[src/rtl/sacc_pkg.sv]
`timescale 1ns / 1ps

package sacc_pkg;

    localparam int ADDR_W          = 32;
    localparam int WORD_W          = 32;
    localparam int STAMP_W         = 32;
    localparam int COUNT_W         = 32;
    localparam int WAY_IDX_W       = 4;    // wide enough for up to 16 ways
    localparam int WAY_OUT_W       = 2;
    localparam int LINE_OFF_OUT_W  = 4;
    localparam int LINE_ADDR_OUT_W = 28;

    localparam int DEF_WAYS        = 4;
    localparam int DEF_INDEX_BITS  = 4;
    localparam int DEF_OFFSET_BITS = 4;

    localparam int CFG_IDX_W       = 1;
    localparam int CFG_DATA_W      = 1;

    localparam logic OP_READ  = 1'b0;
    localparam logic OP_WRITE = 1'b1;

    localparam logic [CFG_IDX_W-1:0] CFG_WRITE_ALLOCATE = 1'b0;
    localparam logic [CFG_IDX_W-1:0] CFG_WRITE_BACK     = 1'b1;

    // Result of the tag compare and replacement choice for one set.
    typedef struct packed {
        logic                 hit;
        logic [WAY_IDX_W-1:0] hit_way;
        logic [WAY_IDX_W-1:0] victim_way;
    } t_lookup;

endpackage

[src/rtl/set_assoc_cache_controller.sv]
`timescale 1ns / 1ps

// Tag and replacement controller of a set-associative cache, LRU by
// last-use stamps, write-back or write-through, write-allocate or not.
// Access channel: i_valid / o_ready carry one word of operation, address
// and write word. Result channel: o_valid / i_ready carry hit, way, victim
// writeback, fill request, memory word write and the running hit count.
// Config port: i_cfg_we writes i_cfg_data into register i_cfg_index
// (0 write_allocate_mode, 1 write_back_mode); both reset to 1.
// Timing: the accept edge registers the access and reads the set's tag and
// stamp row from the set memory. A later edge, when the result register
// is empty or being taken, writes the updated row back (not on a
// no-allocate write miss) and loads the result register. For this
// read-modify-write o_ready stays low while the access is in flight.
// Stall: when the result register is full and i_ready is low, the access
// in flight holds (no state update) and o_ready stays low until the
// result word is taken.
// Reset: valid and dirty bits (flip-flops) clear at once, use clock and hit
// count go to zero; the tag and stamp memories need no clearing pass.
module set_assoc_cache_controller #(
    parameter int WAYS        = sacc_pkg::DEF_WAYS,
    parameter int INDEX_BITS  = sacc_pkg::DEF_INDEX_BITS,
    parameter int OFFSET_BITS = sacc_pkg::DEF_OFFSET_BITS
) (
    input  logic                                  i_clk,
    input  logic                                  i_rst_n,
    input  logic                                  i_valid,
    output logic                                  o_ready,
    input  logic                                  i_operation,
    input  logic [sacc_pkg::ADDR_W-1:0]           i_address,
    input  logic [sacc_pkg::WORD_W-1:0]           i_write_word,
    input  logic                                  i_cfg_we,
    input  logic [sacc_pkg::CFG_IDX_W-1:0]        i_cfg_index,
    input  logic [sacc_pkg::CFG_DATA_W-1:0]       i_cfg_data,
    output logic                                  o_valid,
    input  logic                                  i_ready,
    output logic                                  o_hit,
    output logic [sacc_pkg::WAY_OUT_W-1:0]        o_way_used,
    output logic [sacc_pkg::LINE_OFF_OUT_W-1:0]   o_line_offset,
    output logic                                  o_evict,
    output logic [sacc_pkg::LINE_ADDR_OUT_W-1:0]  o_evict_line_address,
    output logic                                  o_fill,
    output logic                                  o_mem_write,
    output logic [sacc_pkg::ADDR_W-1:0]           o_mem_write_address,
    output logic [sacc_pkg::WORD_W-1:0]           o_mem_write_data,
    output logic [sacc_pkg::COUNT_W-1:0]          o_hit_count
);

    localparam int SETS      = 1 << INDEX_BITS;
    localparam int SET_W     = (INDEX_BITS > 0) ? INDEX_BITS : 1;
    localparam int TAG_SHIFT = INDEX_BITS + OFFSET_BITS;
    localparam int TAG_W     = sacc_pkg::ADDR_W - TAG_SHIFT;
    localparam int WAY_W     = (WAYS > 1) ? $clog2(WAYS) : 1;
    localparam logic [SET_W-1:0] SET_MASK = SET_W'(SETS - 1);

    // config
    logic r_wa;
    logic r_wb;

    // access in flight
    logic                        r_b_valid;
    logic                        r_op;
    logic [sacc_pkg::ADDR_W-1:0] r_addr;
    logic [sacc_pkg::WORD_W-1:0] r_word;

    // set memories and registered read row
    logic [WAYS-1:0][TAG_W-1:0]             r_tag_mem   [SETS];
    logic [WAYS-1:0][sacc_pkg::STAMP_W-1:0] r_stamp_mem [SETS];
    logic [WAYS-1:0][TAG_W-1:0]             r_tag_row;
    logic [WAYS-1:0][sacc_pkg::STAMP_W-1:0] r_stamp_row;

    logic [WAYS-1:0] r_valid [SETS];
    logic [WAYS-1:0] r_dirty [SETS];

    logic [sacc_pkg::STAMP_W-1:0] r_clock;
    logic [sacc_pkg::COUNT_W-1:0] r_hits;

    // result register
    logic                                  r_out_valid;
    logic                                  r_hit;
    logic [sacc_pkg::WAY_OUT_W-1:0]        r_way_used;
    logic [sacc_pkg::LINE_OFF_OUT_W-1:0]   r_line_offset;
    logic                                  r_evict;
    logic [sacc_pkg::LINE_ADDR_OUT_W-1:0]  r_evict_addr;
    logic                                  r_fill;
    logic                                  r_mw;
    logic [sacc_pkg::ADDR_W-1:0]           r_mw_addr;
    logic [sacc_pkg::WORD_W-1:0]           r_mw_data;

    logic                                   in_fire;
    logic                                   b_fire;
    logic [SET_W-1:0]                       in_set;
    logic [SET_W-1:0]                       b_set;
    logic [TAG_W-1:0]                       b_tag;
    logic [WAYS-1:0]                        b_valid_ways;
    logic [WAYS-1:0]                        b_dirty_ways;
    sacc_pkg::t_lookup                      look;
    logic                                   b_write;
    logic                                   b_noalloc;
    logic                                   b_fill;
    logic [WAY_W-1:0]                       b_way;
    logic [WAY_W-1:0]                       b_victim;
    logic                                   b_evict;
    logic [sacc_pkg::ADDR_W-1:0]            b_victim_line;
    logic                                   b_mw;
    logic [sacc_pkg::STAMP_W-1:0]           n_clock;
    logic [sacc_pkg::COUNT_W-1:0]           n_hits;
    logic [WAYS-1:0][TAG_W-1:0]             n_tag_row;
    logic [WAYS-1:0][sacc_pkg::STAMP_W-1:0] n_stamp_row;

    assign o_ready = !r_b_valid;
    assign in_fire = i_valid && o_ready;
    assign b_fire  = r_b_valid && (!r_out_valid || i_ready);

    assign in_set = SET_W'(i_address >> OFFSET_BITS) & SET_MASK;
    assign b_set  = SET_W'(r_addr >> OFFSET_BITS) & SET_MASK;
    assign b_tag  = TAG_W'(r_addr >> TAG_SHIFT);

    assign b_valid_ways = r_valid[b_set];
    assign b_dirty_ways = r_dirty[b_set];

    sacc_lookup #(
        .WAYS  (WAYS),
        .TAG_W (TAG_W)
    ) u_lookup (
        .i_tags       (r_tag_row),
        .i_stamps     (r_stamp_row),
        .i_valid_ways (b_valid_ways),
        .i_tag        (b_tag),
        .o_look       (look)
    );

    assign b_write   = (r_op == sacc_pkg::OP_WRITE);
    assign b_noalloc = !look.hit && b_write && !r_wa;
    assign b_fill    = !look.hit && !b_noalloc;
    assign b_victim  = look.victim_way[WAY_W-1:0];
    assign b_way     = look.hit ? look.hit_way[WAY_W-1:0] : b_victim;
    assign b_evict   = b_fill && b_valid_ways[b_victim] && b_dirty_ways[b_victim];
    assign b_mw      = b_noalloc || (b_write && !r_wb);
    assign n_clock   = r_clock + sacc_pkg::STAMP_W'(1);
    assign n_hits    = r_hits + sacc_pkg::COUNT_W'(look.hit);

    // line number of the victim: its tag above the set index
    assign b_victim_line = ((sacc_pkg::ADDR_W'(r_tag_row[b_victim]) << TAG_SHIFT)
                           | (sacc_pkg::ADDR_W'(b_set) << OFFSET_BITS)) >> OFFSET_BITS;

    always_comb begin
        n_tag_row          = r_tag_row;
        n_stamp_row        = r_stamp_row;
        n_tag_row[b_way]   = b_tag;
        n_stamp_row[b_way] = n_clock;
    end

    always_ff @(posedge i_clk) begin
        if (in_fire) begin
            r_tag_row   <= r_tag_mem[in_set];
            r_stamp_row <= r_stamp_mem[in_set];
        end
        if (b_fire && !b_noalloc) begin
            r_tag_mem[b_set]   <= n_tag_row;
            r_stamp_mem[b_set] <= n_stamp_row;
        end
    end

    always_ff @(posedge i_clk) begin
        if (in_fire) begin
            r_op   <= i_operation;
            r_addr <= i_address;
            r_word <= i_write_word;
        end
        if (b_fire) begin
            r_hit         <= look.hit;
            r_way_used    <= b_noalloc ? '0 : sacc_pkg::WAY_OUT_W'(b_way);
            r_line_offset <= r_addr[sacc_pkg::LINE_OFF_OUT_W-1:0];
            r_evict       <= b_evict;
            r_evict_addr  <= b_evict ? b_victim_line[sacc_pkg::LINE_ADDR_OUT_W-1:0] : '0;
            r_fill        <= b_fill;
            r_mw          <= b_mw;
            r_mw_addr     <= b_mw ? r_addr : '0;
            r_mw_data     <= b_mw ? r_word : '0;
        end
    end

    always_ff @(posedge i_clk) begin
        if (!i_rst_n) begin
            r_wa        <= 1'b1;
            r_wb        <= 1'b1;
            r_b_valid   <= 1'b0;
            r_out_valid <= 1'b0;
            r_clock     <= '0;
            r_hits      <= '0;
            for (int s = 0; s < SETS; s++) begin
                r_valid[s] <= '0;
                r_dirty[s] <= '0;
            end
        end else begin
            if (i_cfg_we) begin
                unique case (i_cfg_index)
                    sacc_pkg::CFG_WRITE_ALLOCATE: r_wa <= i_cfg_data[0];
                    sacc_pkg::CFG_WRITE_BACK:     r_wb <= i_cfg_data[0];
                    default: ;
                endcase
            end

            if (in_fire) begin
                r_b_valid <= 1'b1;
            end else if (b_fire) begin
                r_b_valid <= 1'b0;
            end

            if (b_fire) begin
                r_out_valid <= 1'b1;
            end else if (i_ready) begin
                r_out_valid <= 1'b0;
            end

            if (b_fire) begin
                r_hits <= n_hits;
                if (!b_noalloc) begin
                    r_clock               <= n_clock;
                    r_valid[b_set][b_way] <= 1'b1;
                    if (b_write && r_wb) begin
                        r_dirty[b_set][b_way] <= 1'b1;
                    end else if (b_fill) begin
                        r_dirty[b_set][b_way] <= 1'b0;
                    end
                end
            end
        end
    end

    assign o_valid              = r_out_valid;
    assign o_hit                = r_hit;
    assign o_way_used           = r_way_used;
    assign o_line_offset        = r_line_offset;
    assign o_evict              = r_evict;
    assign o_evict_line_address = r_evict_addr;
    assign o_fill               = r_fill;
    assign o_mem_write          = r_mw;
    assign o_mem_write_address  = r_mw_addr;
    assign o_mem_write_data     = r_mw_data;
    assign o_hit_count          = r_hits;

    a_accept_busy: assert property (@(posedge i_clk) disable iff (!i_rst_n)
        (i_valid && o_ready) |=> r_b_valid)
        else $error("access accepted but not held in flight");

    a_hit_no_fill: assert property (@(posedge i_clk) disable iff (!i_rst_n)
        o_valid |-> !(o_hit && (o_fill || o_evict)))
        else $error("hit reported with fill or eviction");

    a_evict_fill: assert property (@(posedge i_clk) disable iff (!i_rst_n)
        (o_valid && o_evict) |-> o_fill)
        else $error("eviction without line fill");

    a_hits_step: assert property (@(posedge i_clk) disable iff (!i_rst_n)
        r_b_valid |=> (r_hits == $past(r_hits))
                      || (r_hits == $past(r_hits) + sacc_pkg::COUNT_W'(1)))
        else $error("hit count moved by more than one");

    a_stall_hold: assert property (@(posedge i_clk) disable iff (!i_rst_n)
        (r_out_valid && !i_ready && r_b_valid) |=> $stable(r_clock) && r_b_valid)
        else $error("set state updated while result stalled");

endmodule

[src/rtl/sacc_lookup.sv]
`timescale 1ns / 1ps

module sacc_lookup #(
    parameter int WAYS  = sacc_pkg::DEF_WAYS,
    parameter int TAG_W = 24
) (
    input  logic [WAYS-1:0][TAG_W-1:0]             i_tags,
    input  logic [WAYS-1:0][sacc_pkg::STAMP_W-1:0] i_stamps,
    input  logic [WAYS-1:0]                        i_valid_ways,
    input  logic [TAG_W-1:0]                       i_tag,
    output sacc_pkg::t_lookup                      o_look
);

    localparam int LVLS = (WAYS > 1) ? $clog2(WAYS) : 0;
    localparam int P    = 1 << LVLS;

    logic [sacc_pkg::STAMP_W-1:0]   node_stamp [1:2*P-1];
    logic [sacc_pkg::WAY_IDX_W-1:0] node_idx   [1:2*P-1];
    logic                           node_ok    [1:2*P-1];

    logic                           hit;
    logic [sacc_pkg::WAY_IDX_W-1:0] hit_way;
    logic                           any_free;
    logic [sacc_pkg::WAY_IDX_W-1:0] free_way;

    // lowest matching way and lowest invalid way
    always_comb begin
        hit      = 1'b0;
        hit_way  = '0;
        any_free = 1'b0;
        free_way = '0;
        for (int w = WAYS - 1; w >= 0; w--) begin
            if (i_valid_ways[w] && (i_tags[w] == i_tag)) begin
                hit     = 1'b1;
                hit_way = sacc_pkg::WAY_IDX_W'(w);
            end
            if (!i_valid_ways[w]) begin
                any_free = 1'b1;
                free_way = sacc_pkg::WAY_IDX_W'(w);
            end
        end
    end

    // min-stamp tree, left child wins ties so the lowest way is kept
    for (genvar j = 0; j < P; j++) begin : g_leaf
        if (j < WAYS) begin : g_real
            assign node_stamp[P+j] = i_stamps[j];
            assign node_idx[P+j]   = sacc_pkg::WAY_IDX_W'(j);
            assign node_ok[P+j]    = 1'b1;
        end else begin : g_pad
            assign node_stamp[P+j] = '0;
            assign node_idx[P+j]   = '0;
            assign node_ok[P+j]    = 1'b0;
        end
    end

    for (genvar i = 1; i < P; i++) begin : g_node
        logic take_left;
        assign take_left = node_ok[2*i] &&
                           (!node_ok[2*i+1] || (node_stamp[2*i] <= node_stamp[2*i+1]));
        assign node_stamp[i] = take_left ? node_stamp[2*i] : node_stamp[2*i+1];
        assign node_idx[i]   = take_left ? node_idx[2*i]   : node_idx[2*i+1];
        assign node_ok[i]    = node_ok[2*i] || node_ok[2*i+1];
    end

    assign o_look.hit        = hit;
    assign o_look.hit_way    = hit_way;
    assign o_look.victim_way = any_free ? free_way : node_idx[1];

endmodule

[config.mk]
export PLATFORM = sky130hd
export DESIGN_NAME = set_assoc_cache_controller
export DESIGN_NICKNAME = d
export VERILOG_FILES = /design/src/rtl/sacc_pkg.sv /design/src/rtl/set_assoc_cache_controller.sv /design/src/rtl/sacc_lookup.sv
export SDC_FILE = /design/constraint.sdc
export NUM_CORES = 2
export LEC_CHECK = 0
export BUFFER_PORTS_ARGS = -buffer_cell sky130_fd_sc_hd__buf_2
export CAP_MARGIN = 20
export CORE_MARGIN = 5
export CORE_UTILIZATION = 35
export DETAILED_ROUTE_END_ITERATION = 8
export PLACE_DENSITY = 0.53
export SYNTH_ARGS = -nofsm -noshare
export SYNTH_HDL_FRONTEND = slang
export SYNTH_HIERARCHICAL = 1
export SYNTH_SLANG_ARGS = --single-unit
[constraint.sdc]
create_clock -name i_clk -period 40.1 [get_ports i_clk]
set_input_delay 6.015 -clock i_clk [delete_from_list [all_inputs] [get_ports i_clk]]
set_output_delay 6.015 -clock i_clk [all_outputs]
set_load 0.02 [all_outputs]
==> results.toml <==
[outcome]
outcome = "completed"

[die]
die_y_um = 693.4
die_w_um = 693.4
coreArea_um2 = 466400
rows = 251
dieArea_um2 = 480700
initial_core_util_pct = 35.05
io_pins = 208

[grt]
top_usage_layer = "met2"
gr-usage-met1_pct = 25.21
gr-usage-met3_pct = 2.480
grt_max_degree = 133
use_met2_pct = 28.68
grt_util_all_layers_pct = 17.62
grt_overflow = 0
grt_pass1_wl_um = 616300
grt_pass1_vias = 81430
antenna_found_initial = 12

[final_layout]
fin_nets = 8144
drive_above_1_share_pct = 29.22
finalCoreUtilization_pct = 40.09
area_growth_pct = 14.40
nFillCells = 40830

[logic_synthesis]
synth_nets = 7671
postSynthAreaPerCell_um2 = 21.79
ys_warn_count = 6
synth_area_um2 = 163400
synthCells = 7500

[timing]
skew_ns = 0.1116
setup_slack_ns = 29.00
min_period_ns = 11.10
worst_slew_pin_slew_ns = 1.199
fmax_ghz = 0.09009
max-slew-margin-rel_pct = 20.04
report.final.slew_viol_count = 0
rsz0062_at_grt = "no"
period_share_pct = 27.68
setup_violations = 0
hold_viol = 0
setup_tns_ns = 0
whs_ns = 0.4485

[hold_path]
holdPathStages = 0
worstHoldPathType = "reg -> reg"
holdCritStartpoint = "r_addr[3]"
min_to = "o_line_offset[3]"

[power_and_ir_drop]
total_power_mw = 9.342
p_per_area_nw_per_um2 = 49.96
ir_worst_vdd_uv = 39.97
p_leak_nw = 55.26

[worst_setup_path]
cp-start-kind = "flop"
path_max_fanout = 39
worstPathArrival_ns = 11.67
path_depth = 24
required_ns = 40.67
reg2reg_from = "r_stamp_row[37]"
crit_type = "reg -> reg"
worstReg2RegEnd = "r_stamp_mem[4][101]"
max_stage_delay_ns = 0.92
worst_path_max_delay_cell = "nor4_2"
cpLargestDelayFamily = "buffers and inverters"
endpoint_kind = "flop"
crit_top_cell = "buf_4"
rrSetupSlack_ns = 29.00
r2r.worst_path.cells = 24
worst-path-buf-inv = 6
crit_chain = "inv_1 -> ha_1 -> nand4_1 -> nor4_2 -> nand4_1 -> a22o_1 -> a21oi_4 -> buf_4 -> mux2i_1 -> ha_1 -> nand4_1 -> or4_1 -> nor4_2 -> o22ai_1 -> a21oi_2 -> mux2_2 -> a31oi_4 -> buf_4 -> inv_1 -> o22ai_4 -> buf_4 -> buf_4 -> nor2_1 -> a21oi_1"

[drt]
drtAntennaViolNets = 0
drc = 0
routed_wl_um = 432900
drt-initial-drc-count = 7617
viasPerCell = 5.461
vias = 79400
drt-pass1-iter-count = 5
wire_per_inst_um = 29.78

[clocking]
hold_buffers = 0
cts_made_buffers = 435
cts-root-buf = "clkbuf_16"
cts_resized = 0
tritoncts = "built"
path_clk_slew_ns = 0.06
htreeDepth = 5
cts_sinks = 4175
ctsLongestPathBuffers = 4
cts_setup_buffers = 0
clkLatencyLatePin_ns = 1.00

[placement]
dp_hpwl_um = 224600
pre_cts_slack_ns = 27.77
portBuffers = 207
routabilityCongestion = 0.7715

[flow_run]
cap_viol_max_count = 0
[worst reg2reg max path, cell delays in order, from the launching register on]
cell and delay [ns]:
edfxtp_1 0.49, inv_1 0.15, ha_1 0.33, nand4_1 0.25
nor4_2 0.92, nand4_1 0.19, a22o_1 0.30, a21oi_4 0.12
buf_4 0.44, mux2i_1 0.24, ha_1 0.30, nand4_1 0.25
or4_1 0.70, nor4_2 0.27, o22ai_1 0.27, a21oi_2 0.51
mux2_2 0.49, a31oi_4 0.20, buf_4 0.65, inv_1 0.43
o22ai_4 0.44, buf_4 0.90, buf_4 0.90, nor2_1 0.16
a21oi_1 0.83
[area by class of cell]
| type | count | area (um2) | share of cell area [%] |
|---|---|---|---|
| sequential | 4175 | 124000 | 66.33 |
| multi-input combinational | 2847 | 37730 | 20.18 |
| clock buffer | 530 | 11390 | 6.094 |
| tap | 6198 | 7755 | 4.148 |
| timing repair buffer | 429 | 3059 | 1.636 |
| clock inverter | 271 | 2686 | 1.437 |
| inverter | 85 | 326.6 | 0.1747 |
| antenna | 4 | 10.01 | 0.005354 |
[where the power goes]
group          switching, mW  total, mW  internal [mW]
clock                   1.69       3.97           2.29
combinational          0.299      0.469          0.169
sequential            0.0439       4.90           4.86
[cell usage in the layout, fill, tap and decap left out, drive strengths merged, types with 5 or more instances in the layout]
cell	n
clkbuf	531
nor4	19
inv	94
a211oi	14
nand3	64
bufinv	41
a221o	5
clkinv	212
and3	76
ha	99
a22oi	6
nor2	239
xnor2	105
and2	55
edfxtp	4039
o21ai	129
nor3	23
nand2b	9
nand4	59
mux4	1159
a21oi	163
a31oi	7
nor2b	58
nand2	217
and4	14
a22o	50
a21boi	7
dfxtp	136
mux2	130
mux2i	29
xor2	79
or3	6
buf	428
clkinvlp	9
[layer usage]
layer	share of wire (%)	up-vias	wire length, um
met1	44	44020	189200
li1	-	32250	-
met3	5.9	554	25560
met4	2.2	2	9653
met2	48	2572	208500
met5	0.0030	-	13
[worst max-delay path by stage]
stage                                      to  slack [ns]       startpoint
after floorplan            r_stamp_mem[14][0]       23.24          i_ready
after global placement          r_tag_row[33]       27.78     i_address[4]
after detailed placement        r_tag_row[23]       27.77     i_address[4]
after CTS                       r_tag_row[49]       28.83     i_address[4]
after global routing            r_tag_row[49]       28.37     i_address[4]
final                     r_stamp_mem[4][101]       29.00  r_stamp_row[37]
[sequential cells by signal, indices dropped and copies added, names as in the netlist, 2 cells and up, named ones only]
register,cells
o_evict_line_address,28
o_hit_count,32
o_line_offset,4
o_mem_write_address,32
o_mem_write_data,32
o_way_used,2
r_addr,32
r_clock,32
r_dirty,64
r_stamp_mem,2048
r_stamp_row,128
r_tag_mem,1536
r_tag_row,96
r_valid,64
r_word,32
[stage by stage]
step	instance area, um2	std cells
after floorplan	163400	7500
after global placement	172600	13700
after detailed placement	172600	13700
after CTS	186700	14500
after global routing	187000	14540
final	187000	14540
Note: power is estimated with default switching activity, not from simulation.
